**src/sv/ple_pkg.sv**
```systemverilog
// Shared types and codes for the positional list engine.
package ple_pkg;

	localparam logic [2:0] ACT_INS_FRONT = 3'd0;
	localparam logic [2:0] ACT_INS_BACK  = 3'd1;
	localparam logic [2:0] ACT_INS_AT    = 3'd2;
	localparam logic [2:0] ACT_DEL_FRONT = 3'd3;
	localparam logic [2:0] ACT_DEL_BACK  = 3'd4;
	localparam logic [2:0] ACT_DEL_AT    = 3'd5;
	localparam logic [2:0] ACT_DUMP      = 3'd6;

	localparam logic [1:0] STAT_OK     = 2'd0;
	localparam logic [1:0] STAT_EMPTY  = 2'd1;
	localparam logic [1:0] STAT_BADPOS = 2'd2;
	localparam logic [1:0] STAT_FULL   = 2'd3;

	localparam logic [1:0] CELL_HOLD   = 2'd0;
	localparam logic [1:0] CELL_INSERT = 2'd1;
	localparam logic [1:0] CELL_DELETE = 2'd2;
	localparam logic [1:0] CELL_ROTATE = 2'd3;

	typedef struct packed {
		logic [2:0]         action;
		logic signed [31:0] value;
		logic [7:0]         position;
	} cmd_t;

	typedef struct packed {
		logic [1:0]         status;
		logic [4:0]         element_count;
		logic signed [31:0] element_value;
		logic               has_element;
		logic               last;
	} res_t;

endpackage

```
**src/sv/ple_if.sv**
```systemverilog
// Request and result channel interfaces with valid/ready handshake.
interface ple_cmd_if;
	logic          valid;
	logic          ready;
	ple_pkg::cmd_t payload;

	modport source (output valid, output payload, input ready);
	modport sink (input valid, input payload, output ready);
endinterface

interface ple_res_if;
	logic          valid;
	logic          ready;
	ple_pkg::res_t payload;

	modport source (output valid, output payload, input ready);
	modport sink (input valid, input payload, output ready);
endinterface

```
**src/sv/ple_cell.sv**
```systemverilog
// One storage cell of the list row; loads a neighbor, insert or head value.
module ple_cell #(
	parameter int IW    = 4,
	parameter int INDEX = 0
) (
	input  logic                 clk,
	input  logic [1:0]           op,
	input  logic [IW-1:0]        at,
	input  logic [IW-1:0]        tail,
	input  logic signed [31:0]   ins_value,
	input  logic signed [31:0]   left_value,
	input  logic signed [31:0]   right_value,
	input  logic signed [31:0]   head_value,
	output logic signed [31:0]   value
);

	localparam logic [IW-1:0] MY_IDX = IW'(INDEX);

	logic signed [31:0] value_q;
	logic signed [31:0] value_d;

	always_comb begin
		value_d = value_q;
		unique case (op)
			ple_pkg::CELL_HOLD: value_d = value_q;
			ple_pkg::CELL_INSERT: begin
				if (MY_IDX > at) value_d = left_value;
				else if (MY_IDX == at) value_d = ins_value;
			end
			ple_pkg::CELL_DELETE: begin
				if (MY_IDX >= at) value_d = right_value;
			end
			ple_pkg::CELL_ROTATE: begin
				if (MY_IDX < tail) value_d = right_value;
				else if (MY_IDX == tail) value_d = head_value;
			end
			default: value_d = value_q;
		endcase
	end

	always_ff @(posedge clk) begin
		value_q <= value_d;
	end

	assign value = value_q;

endmodule

```
**src/sv/positional_list_engine_core.sv**
```systemverilog
// Positional list engine: a packed row of cells holding an ordered list of signed values.
// Insert and delete requests update the row at once: every cell shifts toward or away from
// its neighbor and a single result is registered in the cycle after the request is taken. A
// dump walks the list by rotating the occupied cells one place per cycle while the result
// register is free or drained, emitting the head cell with each step, and leaves the order
// unchanged; a dump of an empty list returns a single result with no element.
// Requests are taken while no dump is running and the result register is free or drained.
module positional_list_engine_core #(
	parameter int CAPACITY = 16
) (
	input  logic              clk,
	input  logic              arst_n,
	ple_cmd_if.sink           cmd,
	ple_res_if.source         res
);

	localparam int IW = (CAPACITY > 1) ? $clog2(CAPACITY) : 1;
	localparam int CW = $clog2(CAPACITY + 1);
	localparam logic S_IDLE = 1'b0;
	localparam logic S_DUMP = 1'b1;

	logic [CW-1:0]        count_q;
	logic [CW-1:0]        left_q;
	logic                 state_q;
	logic                 res_valid_q;
	ple_pkg::res_t        res_q;

	logic signed [31:0]   cell_val [CAPACITY];

	logic                 out_free;
	logic                 take;
	logic                 emit;
	logic                 full;
	logic [8:0]           pos9;
	logic [8:0]           cnt9;
	logic [1:0]           dec_op;
	logic [IW-1:0]        dec_at;
	logic [1:0]           dec_status;
	logic [CW-1:0]        dec_count;
	logic [1:0]           cell_op;
	logic [IW-1:0]        tail;

	assign out_free  = !res_valid_q || res.ready;
	assign cmd.ready = (state_q == S_IDLE) && out_free;
	assign take      = cmd.valid && cmd.ready;
	assign emit      = (state_q == S_DUMP) && out_free;
	assign full      = (count_q == CW'(CAPACITY));
	assign pos9      = {1'b0, cmd.payload.position};
	assign cnt9      = 9'(count_q);
	assign tail      = IW'(count_q - CW'(1));

	always_comb begin
		dec_op     = ple_pkg::CELL_HOLD;
		dec_at     = '0;
		dec_status = ple_pkg::STAT_OK;
		dec_count  = count_q;
		unique case (cmd.payload.action)
			ple_pkg::ACT_INS_FRONT, ple_pkg::ACT_INS_BACK: begin
				if (full) begin
					dec_status = ple_pkg::STAT_FULL;
				end else begin
					dec_op    = ple_pkg::CELL_INSERT;
					dec_at    = (cmd.payload.action == ple_pkg::ACT_INS_FRONT) ? '0
						: IW'(count_q);
					dec_count = count_q + CW'(1);
				end
			end
			ple_pkg::ACT_INS_AT: begin
				if (pos9 == 9'd0 || pos9 > cnt9 + 9'd1) begin
					dec_status = ple_pkg::STAT_BADPOS;
				end else if (full) begin
					dec_status = ple_pkg::STAT_FULL;
				end else begin
					dec_op    = ple_pkg::CELL_INSERT;
					dec_at    = IW'(pos9 - 9'd1);
					dec_count = count_q + CW'(1);
				end
			end
			ple_pkg::ACT_DEL_FRONT, ple_pkg::ACT_DEL_BACK: begin
				if (count_q == '0) begin
					dec_status = ple_pkg::STAT_EMPTY;
				end else begin
					dec_op    = ple_pkg::CELL_DELETE;
					dec_at    = (cmd.payload.action == ple_pkg::ACT_DEL_FRONT) ? '0 : tail;
					dec_count = count_q - CW'(1);
				end
			end
			ple_pkg::ACT_DEL_AT: begin
				if (pos9 == 9'd0 || pos9 > cnt9) begin
					dec_status = ple_pkg::STAT_BADPOS;
				end else begin
					dec_op    = ple_pkg::CELL_DELETE;
					dec_at    = IW'(pos9 - 9'd1);
					dec_count = count_q - CW'(1);
				end
			end
			default: begin
				dec_status = ple_pkg::STAT_OK;
			end
		endcase
	end

	always_comb begin
		priority if (take) cell_op = dec_op;
		else if (emit) cell_op = ple_pkg::CELL_ROTATE;
		else cell_op = ple_pkg::CELL_HOLD;
	end

	for (genvar g = 0; g < CAPACITY; g++) begin : g_cell
		logic signed [31:0] left_v;
		logic signed [31:0] right_v;
		if (g == 0) begin : g_first
			assign left_v = '0;
		end else begin : g_mid_l
			assign left_v = cell_val[g-1];
		end
		if (g == CAPACITY - 1) begin : g_end
			assign right_v = '0;
		end else begin : g_mid_r
			assign right_v = cell_val[g+1];
		end
		ple_cell #(
			.IW    (IW),
			.INDEX (g)
		) u_cell (
			.clk         (clk),
			.op          (cell_op),
			.at          (dec_at),
			.tail        (tail),
			.ins_value   (cmd.payload.value),
			.left_value  (left_v),
			.right_value (right_v),
			.head_value  (cell_val[0]),
			.value       (cell_val[g])
		);
	end

	always_ff @(posedge clk or negedge arst_n) begin
		if (!arst_n) begin
			count_q     <= '0;
			left_q      <= '0;
			state_q     <= S_IDLE;
			res_valid_q <= 1'b0;
		end else begin
			if (take) begin
				count_q <= dec_count;
				if (cmd.payload.action == ple_pkg::ACT_DUMP && count_q != '0) begin
					state_q     <= S_DUMP;
					left_q      <= count_q;
					res_valid_q <= 1'b0;
				end else begin
					res_valid_q <= 1'b1;
				end
			end else if (emit) begin
				res_valid_q <= 1'b1;
				left_q      <= left_q - CW'(1);
				if (left_q == CW'(1)) state_q <= S_IDLE;
			end else if (res.ready) begin
				res_valid_q <= 1'b0;
			end
		end
	end

	always_ff @(posedge clk) begin
		if (take) begin
			res_q.status        <= dec_status;
			res_q.element_count <= 5'(dec_count);
			res_q.element_value <= '0;
			res_q.has_element   <= 1'b0;
			res_q.last          <= 1'b1;
		end else if (emit) begin
			res_q.status        <= ple_pkg::STAT_OK;
			res_q.element_count <= 5'(count_q);
			res_q.element_value <= cell_val[0];
			res_q.has_element   <= 1'b1;
			res_q.last          <= (left_q == CW'(1));
		end
	end

	assign res.valid   = res_valid_q;
	assign res.payload = res_q;

endmodule
```
**src/flat_wrapper.sv**
```systemverilog
// flat-port wrapper written by rule: the top's interface ports become plain ports
module positional_list_engine_core_flat 
#(
	parameter int CAPACITY = 16
)
  (clk, arst_n, cmd_valid, cmd_payload, cmd_ready, res_valid, res_payload, res_ready);
  ple_cmd_if cmd_i ();
  ple_res_if res_i ();
  input  logic clk;
  input  logic arst_n;
  input wire logic [$bits(cmd_i.valid)-1:0] cmd_valid;
  input wire logic [$bits(cmd_i.payload)-1:0] cmd_payload;
  output wire logic [$bits(cmd_i.ready)-1:0] cmd_ready;
  output wire logic [$bits(res_i.valid)-1:0] res_valid;
  output wire logic [$bits(res_i.payload)-1:0] res_payload;
  input wire logic [$bits(res_i.ready)-1:0] res_ready;
  assign cmd_i.valid = cmd_valid;
  assign cmd_i.payload = cmd_payload;
  assign cmd_ready = cmd_i.ready;
  assign res_valid = res_i.valid;
  assign res_payload = res_i.payload;
  assign res_i.ready = res_ready;
  positional_list_engine_core #(.CAPACITY(CAPACITY)) u_core (.clk(clk), .arst_n(arst_n), .cmd(cmd_i), .res(res_i));
endmodule
```
**config.mk**
```make
export PLATFORM = sky130hd
export DESIGN_NAME = positional_list_engine_core_flat
export DESIGN_NICKNAME = d
export VERILOG_FILES = /design/src/sv/ple_pkg.sv /design/src/sv/ple_if.sv /design/src/sv/ple_cell.sv /design/src/sv/positional_list_engine_core.sv /design/src/flat_wrapper.sv
export SDC_FILE = /design/constraint.sdc
export NUM_CORES = 2
export LEC_CHECK = 0
export ABC_AREA = 1
export BUFFER_PORTS_ARGS = -buffer_cell sky130_fd_sc_hd__buf_2
export CAP_MARGIN = 20
export CORE_ASPECT_RATIO = 1.75
export CORE_MARGIN = 2
export CORE_UTILIZATION = 55
export DETAILED_ROUTE_END_ITERATION = 10
export GPL_ROUTABILITY_DRIVEN = 0
export HOLD_SLACK_MARGIN = 0.15
export PLACE_DENSITY = 0.75
export SYNTH_ARGS = -nofsm -noshare
export SYNTH_HDL_FRONTEND = slang
export SYNTH_SLANG_ARGS = --single-unit
```
**constraint.sdc**
```tcl
create_clock -name clk -period 10.3 [get_ports clk]
set_clock_uncertainty 0.15 [all_clocks]
set_input_delay 1.545 -clock clk [delete_from_list [all_inputs] [get_ports clk]]
set_output_delay 1.545 -clock clk [all_outputs]
set_load 0.01 [all_outputs]
```
Word-level counts from Yosys, hierarchy flattened
Cells that the tools add are included.
{"block": "totals", "reg_bits": 565, "output_inout_bits": 43, "wordCells": 342}
{"block": "classes", "add_sub_neg": 5, "order_cmp": 50, "n_eq_ne": 90, "muxes": 133, "bitwise": 2, "n_reduce_logical": 37}
{"cell": "$mux W32", "n": 79}
{"cell": "$pmux W32 S3", "n": 16}
{"cell": "$ne A3 B3 Y1 const B", "n": 31}
{"cell": "$mux W41", "n": 2}
{"cell": "$eq A4 B4 Y1 const A", "n": 16}
{"cell": "$reduce_and A4 Y1", "n": 16}
{"cell": "$ne A2 B2 Y1 const B", "n": 18}
{"cell": "$mux W5", "n": 7}
{"cell": "$eq A3 B4 Y1 const A", "n": 8}
{"cell": "$ge A4 B4 Y1 const A", "n": 8}
{"cell": "$gt A4 B4 Y1 const A", "n": 8}
{"cell": "$lt A4 B4 Y1 const A", "n": 8}
{"cell": "$mux W4", "n": 7}
{"cell": "$pmux W5 S4", "n": 1}
{"cell": "$eq A2 B4 Y1 const A", "n": 4}
{"cell": "$ge A3 B4 Y1 const A", "n": 4}
{"cell": "$gt A3 B4 Y1 const A", "n": 4}
{"cell": "$lt A3 B4 Y1 const A", "n": 4}
{"cell": "$mux W2", "n": 8}
{"cell": "$pmux W2 S4", "n": 2}
{"cell": "$pmux W4 S4", "n": 1}
{"cell": "$mux W1", "n": 10}
{"cell": "$sub A5 B1 Y5 const B", "n": 2}
{"cell": "$eq A3 B3 Y1 const B", "n": 3}
{"cell": "other kinds (33)", "n": 50}

Longest topological paths before layout
{"block": "depth", "word_depth": 9, "ltp_mapped": 23, "depth_no_buf": 22}

Hierarchy
From an unflattened synthesis, not the netlist that was laid out.
{"block": "hier_totals", "cells_unflattened": 7068, "hier_area_um2": 45698.8}
{"module": "ple_cell (u_core.g_cell[4].u_cell)", "n_inst": 1, "cells_per_inst": 527, "area_each_um2": 3081.7, "seq_area_each_um2": 960.9}
{"module": "positional_list_engine_core", "n_inst": 1, "cells_per_inst": 406, "area_each_um2": 3060.4, "seq_area_each_um2": 1191.1}
{"module": "ple_cell (u_core.g_cell[5].u_cell)", "n_inst": 1, "cells_per_inst": 486, "area_each_um2": 2991.6, "seq_area_each_um2": 960.9}
{"module": "ple_cell (u_core.g_cell[1].u_cell)", "n_inst": 1, "cells_per_inst": 466, "area_each_um2": 2972.9, "seq_area_each_um2": 960.9}
{"module": "ple_cell (u_core.g_cell[13].u_cell)", "n_inst": 1, "cells_per_inst": 455, "area_each_um2": 2836.5, "seq_area_each_um2": 960.9}
{"module": "ple_cell (u_core.g_cell[7].u_cell)", "n_inst": 1, "cells_per_inst": 455, "area_each_um2": 2748.9, "seq_area_each_um2": 960.9}
{"module": "ple_cell (u_core.g_cell[12].u_cell)", "n_inst": 1, "cells_per_inst": 430, "area_each_um2": 2696.3, "seq_area_each_um2": 960.9}
{"module": "ple_cell (u_core.g_cell[3].u_cell)", "n_inst": 1, "cells_per_inst": 417, "area_each_um2": 2692.6, "seq_area_each_um2": 960.9}
{"module": "ple_cell (u_core.g_cell[8].u_cell)", "n_inst": 1, "cells_per_inst": 425, "area_each_um2": 2673.8, "seq_area_each_um2": 960.9}
{"module": "ple_cell (u_core.g_cell[10].u_cell)", "n_inst": 1, "cells_per_inst": 420, "area_each_um2": 2650.0, "seq_area_each_um2": 960.9}
{"module": "ple_cell (u_core.g_cell[11].u_cell)", "n_inst": 1, "cells_per_inst": 422, "area_each_um2": 2633.8, "seq_area_each_um2": 960.9}
{"module": "ple_cell (u_core.g_cell[6].u_cell)", "n_inst": 1, "cells_per_inst": 369, "area_each_um2": 2601.2, "seq_area_each_um2": 960.9}
{"module": "ple_cell (u_core.g_cell[15].u_cell)", "n_inst": 1, "cells_per_inst": 384, "area_each_um2": 2544.9, "seq_area_each_um2": 960.9}
{"module": "ple_cell (u_core.g_cell[2].u_cell)", "n_inst": 1, "cells_per_inst": 381, "area_each_um2": 2539.9, "seq_area_each_um2": 960.9}
{"module": "+3 rows"}

Worst setup path after synthesis
OpenSTA, ideal clock, no wires.
{"block": "synth_path", "kind": "input to register", "startpoint": "in cmd_payload[3]", "endpoint": "reg u_core.g_cell[2].u_cell.value_q[0], enable pin", "t_arrival_ns": 5.431, "required_ns": 9.684, "path_slack_ns": 4.253, "stages": 17, "path_buffers": 1, "cell_sequence": "ha_1 -> nand2_1 -> inv_1 -> nand2_1 -> nand2_1 -> nand2_1 -> nand2_1 -> nand2_1 -> nand3_1 -> nand2_1 -> nand2_2 -> nand2_2 -> buf_2 -> nor2_1 -> nor2_1 -> nand2_1 -> o21ai_0"}
{"block": "synth_between", "elab_chain_cells": 8, "elab_cells_between_ends": 26, "cone_classes": "add/sub (1); order compare (4); eq/ne (7); mux (8); bitwise (1); reduce/logical (5)"}
{"item": "start, declared", "line": "flat_wrapper.sv:12", "rtl": "input wire logic [$bits(cmd_i.payload)-1:0] cmd_payload;"}
{"item": "parallel branches: the longest is 7 deep, another holds $gt A8 B5 Y1"}
{"item": "$reduce_and A4 Y1 (no source line) (*)"}
{"item": "end signal, assigned", "line": "ple_cell.sv:42", "rtl": "value_q <= value_d;"}
{"item": "end, declared", "line": "ple_cell.sv:19", "rtl": "logic signed [31:0] value_q;"}
Every way passes the cells marked *.
A chain may end at the register's enable or synchronous reset.

Final worst setup path
{"block": "layout_path", "startpoint": "reg u_core.count_q[0]", "endpoint": "reg u_core.g_cell[10].u_cell.value_q[16], enable pin"}
{"block": "layout_between", "elab_chain_cells": 9, "elab_cells_between_ends": 36, "cone_classes": "add/sub (2); order compare (5); eq/ne (9); mux (14); bitwise (1); reduce/logical (5)"}
{"item": "start, declared", "line": "positional_list_engine_core.sv:22", "rtl": "logic [CW-1:0] count_q;"}
{"item": "start signal, assigned", "line": "positional_list_engine_core.sv:146", "rtl": "count_q <= dec_count;"}
{"item": "parallel branches: the longest is 8 deep, another holds $gt A8 B6 Y1"}
{"item": "$reduce_and A4 Y1 (no source line) (*)"}
{"item": "end signal, assigned", "line": "ple_cell.sv:42"}
{"item": "end, declared", "line": "ple_cell.sv:19"}
Marks and branches as above.

==> summary by stage <==
Outcome
The flow ran to the end, and the final reports show no timing, DRC or antenna violations.

Clock network
The number of hold buffers added after CTS is 0. The clock tree root driver cell is clkbuf_16. The clock-pin slew of the registers on the worst-case setup and hold paths is roughly 70 ps. The maximum level of the CTS H-tree is 2. Buffers added to address setup during post-CTS repair amount to 0. Gates resized during post-CTS repair numbered 0.

No sink is reached through more buffers than the 3 on the longest clock path. The later pin in the worst-skew pair is clocked with a latency of between 600 and 700 ps. The number of buffers created by CTS is 54. The number of sinks driven by the clock tree is roughly 570. TritonCTS built the clock tree.

Timing
The setup violation total in the final timing report is 0. The worst slew slack as a fraction of its limit is 17.75%. Once routing completed, OpenROAD measured the worst setup slack at 3615 ps. The final setup TNS is 0 ps. For this run, the top clock speed supported by timing is between 100 and 150 MHz. The final clock period utilization by the worst path is roughly 65%.

The count of pins over their slew limit is 0. For the pin with the worst max-slew slack, the measured transition is roughly 1200 ps. The final number of hold-violating endpoints is 0. Setup repair after global routing left no endpoint under its margin.

The worst path in the final design needs a cycle of 6685 ps, including I/O delays and setup.

Setup path
The startpoint identified for the worst register-to-register timing path is u_core.count_q[0]. The worst reg2reg path depth is 19. STA classifies the critical path startpoint as a register. STA puts the critical path data required time at roughly 10,000 ps.

The type of destination of the critical path is a register. Of all nets on the critical path, the largest fanout is 33. The data arrival time of the critical path is between 6000 and 7000 ps. The critical path is of the reg2reg type. Across all register-to-register paths, the minimum setup slack is between 3000 and 4000 ps. The worst register-to-register path ends at u_core.g_cell[10].u_cell.value[16]. The launching element of the worst setup path is u_core.count_q[0].

Die
The total number of placement rows is approximately 120. In this run the horizontal extent of the chip is roughly 200 µm. The die footprint is roughly 67,000 µm². The effective utilization at floorplan is between 50 and 60%. The chip height is roughly 340 µm.

The count of pins on the block boundary is 90. After floorplanning, the core was sized to cover 64,330 µm².

Finish
The commonest non-fill, non-tap cell in the layout is nand2_1. The share of final-layout standard cells stronger than drive strength 1 is ~7.4%. Compared with the post-synthesis result, the final layout area differs by 8.460%. For this run, the post-layout net count is 4,654.

Leaving out fill and tap cells, the most frequent cells in the layout are 1,224 x nand2_1, 540 x inv_1, 519 x edfxtp_1, 489 x o21ai_0, 404 x nand3_1. The finished layout holds approximately 5,500 standard cells, fillers aside. The finished cells cover ~40,000 µm².

Flow run
The tool flagged a number of max-cap violations equal to 0.

Global routing
Entering global routing, the biggest net connects between 150 and 200 pins. The initial antenna violation count came to 9. The via count of the first global-routing pass came to around 36,000.

For this run, the total global-route usage over all layers was measured as between 40% and 50%. The global-route wire length before repair is around 220,000 µm. After global routing the overflow that remains totals 0.

Placed design
The pre-CTS setup slack is roughly 3700 ps. After detailed placement, the design holds a cell count of around 5,300. The count of input and output buffers is around 90. The HPWL after detailed placement is 89,160 µm.

Summing all placed instances gives a cell area of around 37,000 µm².

Power
The peak supply drop is approximately 330 µV. The total power divided by cell area is 389.7 nW/µm². The leakage power of the design is around 16 nW.

Min path
The worst hold path endpoint is u_core.res.payload[21]. The depth of the worst hold-timing path is 2. The class of the worst hold path is reg2reg. The worst hold path begins at u_core.res.payload[21].

Synth
Each instance of the synthesized netlist takes up on average 7.623 µm². The number of nets in the synthesized netlist is between 4,000 and 5,000. In this run, synthesis inferred about 520 flip-flops with an integrated enable. Summed over its instances, the top area cell type makes up around 43% of the synthesized netlist area.

Counting flops and latches in the post-synthesis netlist gives about 570. The most used flip-flop cell after synthesis is edfxtp_1. The cell area after synthesis is approximately 36,000 µm².

The sequential fraction of the synthesis area is a little under half. The number of different library cells used by synthesis comes to 40. Synthesis produced a netlist whose cell count is between 4,000 and 5,000. The share of synthesized flip-flops with an asynchronous set or reset is under 10%.

The count of synthesis-stage warnings from yosys is 0. Summed over all instances, the cell type with the most area after synthesis is edfxtp_1. In the post-synthesis netlist, the biggest area contributors are edfxtp_1 43%, nand2_1 13%, o21ai_0 6.9%, inv_1 5.7%, nand3_1 5.6%.

Drt
In the routed layout, each cell is associated on average with a via count of approximately 6.9. The detailed-router iteration count before antenna repair is 8. The detailed router placed 37,417 vias in this run. After the first detailed-routing iteration, the DRC count stood at 6,943. The final layout contains routed wiring with a total length of 152,900 µm. The count of nets left with antenna violations once routing finished came out at 0. The mean routed wirelength per cell is 28.05 µm.

The number of design rule violations left after detail routing is 0.
==> area by class of cell <==
| class | instances | area (µm²) |
|---|---|---|
| Multi-Input combinational cell | 3249 | 16060 |
| Tap cell | 812 | 1016 |
| Clock buffer | 75 | 1553 |
| Timing Repair Buffer | 161 | 1104 |
| Antenna cell | 2 | 5.005 |
| Inverter | 559 | 2121 |
| Fill cell | 5694 | 25460 |
| Clock inverter | 27 | 440.4 |
| Sequential cell | 565 | 16570 |
==> synthesized netlist by cell type (6+ instances only) <==
cell / count
o21bai_1: 64
o21ai_0: 497
nor3_1: 35
dfrtp_1: 12
inv_1: 540
nor2_2: 9
a22oi_1: 55
buf_2: 111
edfxtp_1: 519
a21oi_1: 166
nand2_2: 12
buf_6: 6
o211ai_1: 13
nor2_4: 6
ha_1: 17
clkbuf_1: 176
nand4_1: 14
o22ai_1: 245
xor2_1: 7
buf_4: 7
o21ai_1: 83
dfxtp_1: 34
buf_1: 28
a22o_1: 60
nand2_1: 1235
nor2_1: 244
inv_2: 18
a31oi_1: 34
nand3b_1: 30
nand3_1: 404
==> worst max-delay path by stage <==
stage                                         end  slack (ps)
3_3_place_gp    u_core.g_cell[4].u_cell.value[17]        3790
4_1_cts         u_core.g_cell[10].u_cell.value[8]        3940
6_report       u_core.g_cell[10].u_cell.value[16]        3620
3_5_place_dp   u_core.g_cell[10].u_cell.value[10]        3660
5_1_grt         u_core.g_cell[10].u_cell.value[8]        3570
2_1_floorplan    u_core.g_cell[2].u_cell.value[0]        4250
==> cells by family after synthesis <==
logic type	share of synthesized area [%]
buf+inv	9.885
xor+xnor	0.1711
compound gates	19.70
simple gates	23.42
fa+ha+maj	0.5936
flops	46.23
==> layer usage <==
layer,vias up,part of all wire (%),track usage [%]
li1,15798,-,-
met1,16838,30,49.24
met2,3617,44,70.55
met3,1158,14,10.68
met4,6,12,40.76
met5,-,0.021,0
==> state kept, by name, summed over array words and instances, names as in the netlist <==
register and count:
u_core.res.valid 1, u_core.left_q 5, u_core.res.payload 41, u_core.g_cell.u_cell.value 512, u_core.state_q 1, u_core.count_q 5
==> critical path: stages, from the launching register on <==
cell,delay (ps)
dfrtp_1,510
inv_2,180
ha_1,630
inv_1,200
ha_1,340
nand2_1,50
nand2_1,50
nand2_1,40
nand2_1,50
nand2_1,50
nand2_1,50
nand2_1,120
nand4_1,120
nand3_2,190
nand2_2,650
nand2_1,300
nand2_2,770
inv_2,670
o22ai_4,730
buf_4,450
==> report_power, final <==
group	switching [mW]	internal, mW	leakage [nW]
clock	0.985	1.31	0.959
sequential	0.684	4.31	5.30
combinational	5.74	2.12	9.85
total	7.41	7.74	16.1
==> stage by stage <==
step           hold slack (ps)  power, mW  utilization, %
4_1_cts                  313.9      14.54           60.25
3_5_place_dp             303.2      12.26           57.15
2_1_floorplan            303.0      9.556               -
3_3_place_gp             301.1      12.06           57.07
6_report                 312.4      15.15           60.42
5_1_grt                  330.6      15.66           60.41
Power figures use the tool's default switching activity.
